==> config.mk <==
export PLATFORM = sky130hd
export DESIGN_NAME = seeded_random_uuid_generator
export DESIGN_NICKNAME = d
export VERILOG_FILES = /design/src/rtl/srug_pkg.sv /design/src/rtl/srug_front.sv /design/src/rtl/srug_queue.sv /design/src/rtl/srug_back.sv /design/src/rtl/seeded_random_uuid_generator.sv
export SDC_FILE = /design/constraint.sdc
export NUM_CORES = 2
export LEC_CHECK = 0
export ABC_AREA = 0
export CORE_MARGIN = 1
export CORE_UTILIZATION = 66
export DETAILED_ROUTE_END_ITERATION = 12
export DONT_BUFFER_PORTS = 1
export GPL_TIMING_DRIVEN = 0
export PLACE_DENSITY = 0.82
export SKIP_CTS_REPAIR_TIMING = 1
export SYNTH_ARGS = -nofsm -noshare
export SYNTH_HDL_FRONTEND = slang
export SYNTH_SLANG_ARGS = --single-unit
export TNS_END_PERCENT = 30
==> constraint.sdc <==
create_clock -name clk -period 11.9 [get_ports clk]
set_clock_uncertainty 0.05 [all_clocks]
set_input_delay 0 -clock clk [delete_from_list [all_inputs] [get_ports clk]]
set_output_delay 0 -clock clk [all_outputs]
set_load 0.02 [all_outputs]
==> src/rtl/srug_pkg.sv <==
// Shared types, constants and helper functions for the seeded random UUID generator.
// No dependencies; every other file in rtl/ imports this package.
package srug_pkg;

    localparam int SEED_W = 64;
    localparam int BYTE_W = 8;
    localparam int INDEX_W = 4;
    localparam int ID_BYTES = 16;
    localparam int OUT_TDATA_W = 16;

    localparam logic [SEED_W-1:0] GOLDEN_MIX = 64'h9E37_79B9_7F4A_7C15;
    localparam logic [SEED_W-1:0] STAR_MULT = 64'd2685821657736338717;
    localparam logic [31:0] STAR_LO = STAR_MULT[31:0];
    localparam logic [31:0] STAR_HI = STAR_MULT[63:32];

    localparam logic [INDEX_W-1:0] LAST_ROUND = INDEX_W'(ID_BYTES - 1);
    localparam logic [INDEX_W-1:0] VERSION_BYTE = 4'd7;
    localparam logic [INDEX_W-1:0] VARIANT_BYTE = 4'd8;
    localparam logic [3:0] VERSION_NIBBLE = 4'h4;
    localparam logic [1:0] VARIANT_BITS = 2'b10;

    typedef struct packed {
        logic              valid;
        logic [SEED_W-1:0] value;
    } srug_word_t;

    typedef enum logic [1:0] {
        ST_IDLE,
        ST_MUL,
        ST_SUM
    } srug_state_t;

    // Three shift-xor steps of one xorshift64* round.
    function automatic logic [SEED_W-1:0] srug_xorshift(input logic [SEED_W-1:0] v);
        logic [SEED_W-1:0] a;
        logic [SEED_W-1:0] b;
        a = v ^ (v >> 12);
        b = a ^ (a << 25);
        return b ^ (b >> 27);
    endfunction

    // Stamp version and variant bits into their identifier bytes.
    function automatic logic [BYTE_W-1:0] srug_fix_byte(input logic [BYTE_W-1:0] b,
                                                        input logic [INDEX_W-1:0] idx);
        logic [BYTE_W-1:0] r;
        r = b;
        if (idx == VERSION_BYTE)
        begin
            r = {VERSION_NIBBLE, b[3:0]};
        end
        else if (idx == VARIANT_BYTE)
        begin
            r = {VARIANT_BITS, b[5:0]};
        end
        return r;
    endfunction

endpackage

==> src/rtl/srug_front.sv <==
// Front end: accepts seed requests and mixes in the golden-ratio constant.
// Depends on srug_pkg.
module srug_front
    import srug_pkg::*;
(
    input  logic              clk,
    input  logic              rst_n,
    input  logic              seed_valid,
    output logic              seed_ready,
    input  logic [SEED_W-1:0] seed,
    output srug_word_t        mixed,
    input  logic              mixed_ready
);

    srug_word_t stage_reg;
    srug_word_t stage_next;

    assign seed_ready = !stage_reg.valid || mixed_ready;
    assign mixed = stage_reg;

    always_comb
    begin
        stage_next = stage_reg;
        if (seed_ready)
        begin
            stage_next.valid = seed_valid;
            stage_next.value = seed ^ GOLDEN_MIX;
        end
    end

    always_ff @(posedge clk or negedge rst_n)
    begin
        if (!rst_n)
        begin
            stage_reg <= '0;
        end
        else
        begin
            stage_reg <= stage_next;
        end
    end

endmodule

==> src/rtl/srug_queue.sv <==
// Short FIFO between the front end and the round engine.
// Depends on srug_pkg.
module srug_queue
    import srug_pkg::*;
#(
    parameter int DEPTH = 2
)
(
    input  logic       clk,
    input  logic       rst_n,
    input  srug_word_t push,
    output logic       push_ready,
    output srug_word_t head,
    input  logic       pop
);

    localparam int PTR_W = (DEPTH > 1) ? $clog2(DEPTH) : 1;
    localparam int CNT_W = $clog2(DEPTH + 1);
    localparam logic [PTR_W-1:0] PTR_LAST = PTR_W'(DEPTH - 1);
    localparam logic [CNT_W-1:0] CNT_FULL = CNT_W'(DEPTH);

    logic [SEED_W-1:0] mem [DEPTH];
    logic [PTR_W-1:0]  wr_ptr_reg;
    logic [PTR_W-1:0]  rd_ptr_reg;
    logic [CNT_W-1:0]  count_reg;
    logic              do_push;
    logic              do_pop;

    assign push_ready = (count_reg != CNT_FULL);
    assign do_push = push.valid && push_ready;
    assign do_pop = pop && (count_reg != '0);
    assign head.valid = (count_reg != '0);
    assign head.value = mem[rd_ptr_reg];

    always_ff @(posedge clk)
    begin
        if (do_push)
        begin
            mem[wr_ptr_reg] <= push.value;
        end
    end

    always_ff @(posedge clk or negedge rst_n)
    begin
        if (!rst_n)
        begin
            wr_ptr_reg <= '0;
            rd_ptr_reg <= '0;
            count_reg  <= '0;
        end
        else
        begin
            if (do_push)
            begin
                wr_ptr_reg <= (wr_ptr_reg == PTR_LAST) ? '0 : wr_ptr_reg + 1'b1;
            end
            if (do_pop)
            begin
                rd_ptr_reg <= (rd_ptr_reg == PTR_LAST) ? '0 : rd_ptr_reg + 1'b1;
            end
            if (do_push && !do_pop)
            begin
                count_reg <= count_reg + 1'b1;
            end
            else if (do_pop && !do_push)
            begin
                count_reg <= count_reg - 1'b1;
            end
        end
    end

endmodule

==> src/rtl/srug_back.sv <==
// Round engine: runs sixteen xorshift64* rounds per mixed seed and drives result bytes.
// Depends on srug_pkg.
module srug_back
    import srug_pkg::*;
(
    input  logic               clk,
    input  logic               rst_n,
    input  srug_word_t         head,
    output logic               pop,
    output logic               out_valid,
    input  logic               out_ready,
    output logic [BYTE_W-1:0]  out_byte,
    output logic [INDEX_W-1:0] out_index,
    output logic               out_last
);

    srug_state_t state_reg;
    srug_state_t state_next;

    logic [SEED_W-1:0]  v_reg;
    logic [INDEX_W-1:0] round_reg;
    logic [SEED_W-1:0]  pp_lo_reg;
    logic [31:0]        pp_hl_reg;
    logic [31:0]        pp_lh_reg;
    logic               out_valid_reg;
    logic [BYTE_W-1:0]  out_byte_reg;
    logic [INDEX_W-1:0] out_index_reg;
    logic               out_last_reg;

    logic [SEED_W-1:0]  shifted;
    logic [SEED_W-1:0]  product;
    logic [31:0]        cross_sum;
    logic               out_free;
    logic               sum_fire;
    logic               mul_en;
    logic               finishing;

    assign out_free = !out_valid_reg || out_ready;
    assign finishing = (round_reg == LAST_ROUND);

    assign shifted = srug_xorshift(v_reg);
    assign cross_sum = pp_hl_reg + pp_lh_reg;
    assign product = pp_lo_reg + {cross_sum, 32'h0};

    // Next state
    always_comb
    begin
        state_next = state_reg;
        case (state_reg)
            ST_IDLE:
            begin
                if (head.valid)
                begin
                    state_next = ST_MUL;
                end
            end
            ST_MUL:
            begin
                state_next = ST_SUM;
            end
            ST_SUM:
            begin
                if (out_free)
                begin
                    if (!finishing || head.valid)
                    begin
                        state_next = ST_MUL;
                    end
                    else
                    begin
                        state_next = ST_IDLE;
                    end
                end
            end
            default:
            begin
                state_next = ST_IDLE;
            end
        endcase
    end

    // Control outputs
    always_comb
    begin
        pop = 1'b0;
        mul_en = 1'b0;
        sum_fire = 1'b0;
        case (state_reg)
            ST_IDLE:
            begin
                pop = head.valid;
            end
            ST_MUL:
            begin
                mul_en = 1'b1;
            end
            ST_SUM:
            begin
                sum_fire = out_free;
                pop = out_free && finishing && head.valid;
            end
            default:
            begin
                pop = 1'b0;
            end
        endcase
    end

    always_ff @(posedge clk or negedge rst_n)
    begin
        if (!rst_n)
        begin
            state_reg     <= ST_IDLE;
            round_reg     <= '0;
            out_valid_reg <= 1'b0;
        end
        else
        begin
            state_reg <= state_next;
            if (pop)
            begin
                round_reg <= '0;
            end
            else if (sum_fire)
            begin
                round_reg <= round_reg + 1'b1;
            end
            if (sum_fire)
            begin
                out_valid_reg <= 1'b1;
            end
            else if (out_ready)
            begin
                out_valid_reg <= 1'b0;
            end
        end
    end

    always_ff @(posedge clk)
    begin
        if (pop)
        begin
            v_reg <= head.value;
        end
        else if (sum_fire)
        begin
            v_reg <= product;
        end
        if (mul_en)
        begin
            pp_lo_reg <= 64'(shifted[31:0]) * 64'(STAR_LO);
            pp_hl_reg <= 32'(shifted[63:32] * STAR_LO);
            pp_lh_reg <= 32'(shifted[31:0] * STAR_HI);
        end
        if (sum_fire)
        begin
            out_byte_reg  <= srug_fix_byte(product[63:56], round_reg);
            out_index_reg <= round_reg;
            out_last_reg  <= finishing;
        end
    end

    assign out_valid = out_valid_reg;
    assign out_byte  = out_byte_reg;
    assign out_index = out_index_reg;
    assign out_last  = out_last_reg;

endmodule

==> src/rtl/seeded_random_uuid_generator.sv <==
// Each round splits its 64x64 multiply into registered 32x32 partial products, then sums them next cycle.
// A small seed queue lets new requests land while the round engine is busy.
// Reset: rst_n asynchronous, active low; clears all handshake and sequencing state.
module seeded_random_uuid_generator
    import srug_pkg::*;
#(
    parameter int QUEUE_DEPTH = 2
)
(
    input  logic                   clk,
    input  logic                   rst_n,
    // Seed request channel
    input  logic                   s_axis_tvalid,
    output logic                   s_axis_tready,
    input  logic [SEED_W-1:0]      s_axis_tdata,   // [63:0] seed
    // Identifier byte channel
    output logic                   m_axis_tvalid,
    input  logic                   m_axis_tready,
    output logic [OUT_TDATA_W-1:0] m_axis_tdata,   // [7:0] byte_value, [11:8] byte_index, rest 0
    output logic                   m_axis_tlast    // last_byte
);

    srug_word_t         mixed;
    logic               mixed_ready;
    srug_word_t         head;
    logic               pop;
    logic [BYTE_W-1:0]  out_byte;
    logic [INDEX_W-1:0] out_index;

    // Mix the seed with the golden-ratio constant and hold it for the queue.
    srug_front u_front (
        .clk         (clk),
        .rst_n       (rst_n),
        .seed_valid  (s_axis_tvalid),
        .seed_ready  (s_axis_tready),
        .seed        (s_axis_tdata),
        .mixed       (mixed),
        .mixed_ready (mixed_ready)
    );

    // Decouple request intake from the round engine.
    srug_queue #(
        .DEPTH (QUEUE_DEPTH)
    ) u_queue (
        .clk        (clk),
        .rst_n      (rst_n),
        .push       (mixed),
        .push_ready (mixed_ready),
        .head       (head),
        .pop        (pop)
    );

    // Advance sixteen rounds per seed and emit one byte per round.
    srug_back u_back (
        .clk       (clk),
        .rst_n     (rst_n),
        .head      (head),
        .pop       (pop),
        .out_valid (m_axis_tvalid),
        .out_ready (m_axis_tready),
        .out_byte  (out_byte),
        .out_index (out_index),
        .out_last  (m_axis_tlast)
    );

    // Pack result fields, zero-fill to a whole number of bytes.
    assign m_axis_tdata = {{(OUT_TDATA_W - BYTE_W - INDEX_W){1'b0}}, out_index, out_byte};

endmodule

# After elaboration in Yosys (flattened, before gate mapping)
# Memory sizes are Yosys's and may differ from the RTL's.
# Cells that the tools add are included.
# Widths: inputs -> output; s select.
[totals]
ff_bits = 280
latch_bits = 0
mem_bits_rw = 128
rom_bits = 0
memories = 1
[mem_list]
columns = ["name", "depth", "width", "rd", "rd_clocked_by_memory_dff", "write_ports", "line", "rtl"]
rows = [
  ["u_queue.mem", 2, 64, 1, 0, 1, "srug_queue.sv:22", "logic [SEED_W-1:0] mem [DEPTH];"],
]
[op_classes]
addsub = 7
n_mul = 3
div = 0
n_lt_le_gt_ge = 0
eq_ne = 8
shift = 0
muxes = 21
bitwise_logic = 4
reduce_logical = 20
[op_table]
columns = ["operator", "n"]
rows = [
  ["$mux 64", 2],
  ["$add 63x64->64", 1],
  ["$xor 64x37->64", 1],
  ["$xor 64x52->64", 1],
  ["$xor 64x64->64", 1],
  ["$mul 32x31->63 const B", 1],
  ["$not 38->38", 1],
  ["$add 32x32->32", 1],
  ["$mul 32x30->32 const B", 1],
  ["$mul 32x31->32 const B", 1],
  ["$mux 4", 3],
  ["$mux 1", 9],
  ["$eq 4x4->1 const B", 2],
  ["$mux 2", 4],
  ["$mux 8", 1],
  ["$reduce_bool 2->1", 4],
  ["$logic_and 1x1->1", 6],
  ["$pmux 2 s3", 1],
  ["$logic_not 1->1", 5],
  ["$add 4x1->4 const B", 1],
  ["$eq 4x3->1 const B", 1],
  ["$ne 2x1->1 const B", 2],
  ["$logic_or 1x1->1", 3],
  ["$add 1x1->1 const B", 2],
  ["other kinds (8)", 8],
]

# Longest topological paths before layout
[depth]
ltp_word = 9
mapped_depth = 31
ltp_nobuf = 31

# Modules after synthesis
# Synthesis repeated with hierarchy kept, for this count alone.
[hier_totals]
cells_unflattened = 4721
hier_area_um2 = 52933.3
[modules_own_cells]
columns = ["mod", "n_inst", "cells_each", "area_each_um2", "seq_area_each_um2"]
rows = [
  ["srug_back", 1, 4315, 45004.4, 6241.0],
  ["srug_queue", 1, 217, 5018.6, 3943.8],
  ["srug_front", 1, 184, 2876.5, 1626.6],
  ["seeded_random_uuid_generator", 1, 5, 33.8, 0.0],
]

# Least setup slack after synthesis
# No wires, ideal clock.
[synth_timing]
path_type = "flip-flop to flip-flop"
start = "reg u_back.v_reg[18]"
end = "reg u_back.pp_lo_reg[59], data pin"
arrival_time_ns = 8.674
required_time_ns = 11.591
path_slack_ns = 2.917
path_stages_with_launch = 29
period_less_slack_ns = 8.983
path_cell_list = "edfxtp_1 -> xor2_1 -> xnor2_1 -> xor2_1 -> inv_1 -> fa_1 -> inv_1 -> fa_1 -> inv_1 -> fa_1 -> fa_1 -> inv_1 -> fa_1 -> fa_1 -> fa_1 -> inv_1 -> fa_1 -> inv_1 -> ha_1 -> a21oi_1 -> o22ai_1 -> o41ai_1 -> o32a_1 -> o21ai_1 -> o22ai_2 -> o31a_1 -> o22ai_1 -> nor4b_1 -> a211o_1"
[synth_via]
elab_chain_len = 4
[synth_lines]
columns = ["item", "line", "rtl"]
rows = [
  ["from (decl)", "srug_back.sv:20", "logic [SEED_W-1:0] v_reg;"],
  ["from (signal assigned)", "srug_back.sv:143", "v_reg <= head.value;"],
  ["from (signal assigned)", "srug_back.sv:147", "v_reg <= product;"],
  ["$xor 64x52->64", "srug_pkg.sv:37", "a = v ^ (v >> 12);"],
  ["$xor 64x64->64", "srug_pkg.sv:38", "b = a ^ (a << 25);"],
  ["$xor 64x37->64", "srug_pkg.sv:39", "return b ^ (b >> 27);"],
  ["$mul 32x31->63", "srug_back.sv:151", "pp_lo_reg <= 64'(shifted[31:0]) * 64'(STAR_LO);"],
  ["to (signal assigned)", "srug_back.sv:151", ""],
  ["to (decl)", "srug_back.sv:22", "logic [SEED_W-1:0] pp_lo_reg;"],
]
# No other way between the ends.
# A chain may end at the register's enable or synchronous reset.

# Final worst setup path
[layout_timing]
start = "reg u_back.v_reg[15]"
end = "reg u_back.pp_lo_reg[61], data pin"
# The elaborated chain is that of the path after synthesis.

==> flow_metrics.tcl <==
set metrics [dict create \
    worstPathArrival_ps 12030 \
    worstReg2RegEnd "u_back.pp_lo_reg[61]" \
    fp.dieH_um 283.0 \
    holdPathStages 2 \
    cts_tree "yes" \
    min_period_ps 11780 \
    crit_required_ps 12150 \
    synth-edff-count 330 \
    synthCells 4702 \
    cts_sinks 406 \
    drcViolationCount 0 \
    cts_root_buffer "clkbuf_16" \
    min_path_type "input pin to register" \
    grt_pass1_wl_um 218500 \
    dp_hpwl_um 119200 \
    vias 36120 \
    period_share_pct 98.97 \
    die-area_um2 80080 \
    clock_latency_ps 590 \
    drt-pass1-iter-count 6 \
    grt_pass1_vias 37320 \
    seq_area_um2 11810 \
    start_util_pct 66.94 \
    largest_reg_flops 128 \
    core-area_um2 77850 \
    multi_input_area_um2 36050 \
    diodes 0 \
    hp-start "s_axis_tdata[49]" \
    numCtsBuffers 41 \
    grt_usage_pct 36.69 \
    avgRoutedWirePerCell_um 25.47 \
    crit_path_max_fanout 15 \
    io_pins 87 \
    slew_violations 7 \
    placed_cells 5786 \
    die_w_um 283.0 \
    stdcell_count 5935 \
    yosysUniqueCellTypes 90 \
    vias_per_cell 6.086 \
    fp-row-count 102 \
    setup_viol 0 \
    nets 6498 \
    synth_flop_cell "edfxtp_1" \
    hold-path-endpoint "u_front.mixed[49]" \
    max_freq_mhz 84.91 \
    slew_headroom_pct -1.708 \
    yosysWarnings 0 \
    area_growth_pct 8.646 \
    outcome "complete, but fails checks" \
    slowest_stage "a221oi_1" \
    regToRegStartpoint "u_back.v_reg[15]" \
    async_flop_share_pct 18.72 \
    routabilityCongestion 1.016 \
    end_kind "register" \
    grt_overflow 0 \
    cts_max_level 2 \
    violations "hold timing, capacitance limit, slew limit" \
    drive_above_1_share_pct 4.719 \
    grt_max_degree 77 \
    wl_um 151200 \
    cts.clk_slew.worst_paths_ps 70 \
    rrSetupSlack_ps 120 \
    io_buffers 0 \
    max_slew.worst_pin.slew_ps 1515 \
    nFillCells 5097 \
    hold_viol_final 5 \
    drtIter0Drc 3447 \
    worst_r2r_path_depth 28 \
    antenna_found_initial 5 \
    max-cap-violations 2 \
    max_stage_delay_ps 1210 \
    ys_seq_elements 406 \
    yosysSeqAreaShare_pct 22.67 \
    critPathLaunchType "register" \
    ant_nets 0 \
    synth_area_um2 52110 \
    path_class "register to register" \
    holdWs_ps -11.99 \
    crit_path_frequent_cell "fa_1" \
    clockBufferDepth 3 \
    postSynthAreaPerCell_um2 11.08 \
]
worst max-delay path: cells and delay by family (launching register included):
family	cells	cell delay [ps]
AO/OA/AOI/OAI	9	2780
XOR/XNOR	4	2160
adder cells (fa/ha/maj)	9	4670
buffers and inverters	6	1280
flip-flops	1	550
cells in the mapped netlist (all sizes together) (5+ instances only):
cell type	number	area (µm²)
buf	17	108.9
clkbuf	36	136.4
inv	1170	4392
xor2	105	919.6
a31oi	12	96.34
o21ai	145	737.0
a211o	7	61.31
nand2	134	503.0
nand2b	21	131.4
and3	21	143.9
or2	6	37.54
edfxtp	330	9910
o21bai	31	232.7
nor3	32	171.4
nor2b	20	125.1
nor2	157	589.3
a21oi	201	1006
and2	9	60.06
o21a	15	112.6
or3	10	62.56
o31a	6	52.55
a311oi	6	58.80
o31ai	12	90.09
xnor2	260	2285
o211ai	11	92.58
a221oi	9	85.08
fa	803	16080
o22ai	8	56.30
dfrtp	76	1902
nand3	29	145.1
mux2i	63	630.6
nand3b	5	37.54
mux2	29	326.6
a21o	56	422.9
ha	765	9572
a211oi	17	145.1
nand4	12	75.07
layer usage:
| metal | wire (µm) | share of wire (%) | global-route usage [%] |
|---|---|---|---|
| met3 | 15740 | 10 | 7.971 |
| met5 | 12 | 0.0079 | 0 |
| met4 | 12210 | 8.1 | 23.10 |
| met1 | 54140 | 36 | 46.60 |
| met2 | 69100 | 46 | 57.53 |
layout by cell type, fill, tap and decap left out, types with 47 or more instances in the layout:
cell / count
a21o_1: 54
nor2_1: 155
xor2_1: 93
edfxtp_1: 330
inv_1: 1170
o21ai_0: 132
xnor2_1: 235
fa_1: 803
a21oi_1: 201
mux2i_1: 63
clkbuf_16: 47
dfrtp_1: 76
nand2_1: 134
ha_1: 765
dlygate4sd3_1: 69
logic make-up (layout without fill, tap and decap cells):
logic type	after synthesis	count (layout)	synth area share, %
DFF	406	406	22.67
other	1	4	0.007196
xor gates and xnor gates	365	365	6.149
and+or+nand+nor	470	470	4.219
adders and majority gates	1568	1568	49.22
AOI/OAI and AO/OA	576	576	6.999
muxes	92	92	1.837
buffers and inverters	1224	1414	8.906
cell type report:
type / count / area share [%]
clock inverters: 19 / 0.2829
repair buffers: 114 / 2.449
well taps: 1040 / 2.298
multi-input cells: 3075 / 63.68
flip-flops and latches: 406 / 20.86
plain buffers: 53 / 0.4332
inverters: 1171 / 7.764
clock buffers: 57 / 2.232
metrics by stage:
step                      utilization, %  setup WS [ps]  setup TNS (ps)  instance area [µm²]
final                              72.72          123.1               0                56620
after global routing               72.72         -48.64          -52.20                56620
after CTS                          71.70          358.8               0                55810
after detailed placement           69.87          413.3               0                54390
after global placement             68.62         -319.4           -2367                53420
after floorplan                        -           2917               0                52120
worst max-delay path by stage:
stage	startpoint	end	slack (ps)	cells after the start
final	u_back.v_reg[15]	u_back.pp_lo_reg[61]	120	28
after global routing	u_back.v_reg[15]	u_back.pp_lo_reg[58]	-50	25
after CTS	u_back.v_reg[15]	u_back.pp_lo_reg[61]	360	28
after detailed placement	u_back.v_reg[15]	u_back.pp_lo_reg[61]	410	28
after global placement	u_back.v_reg[22]	u_back.pp_lo_reg[61]	-320	28
after floorplan	u_back.v_reg[18]	u_back.pp_lo_reg[59]	2920	28
Power is left out: the tool's default activity adds up to more than one toggle a clock period on the data nets, which glitch-free logic cannot reach.
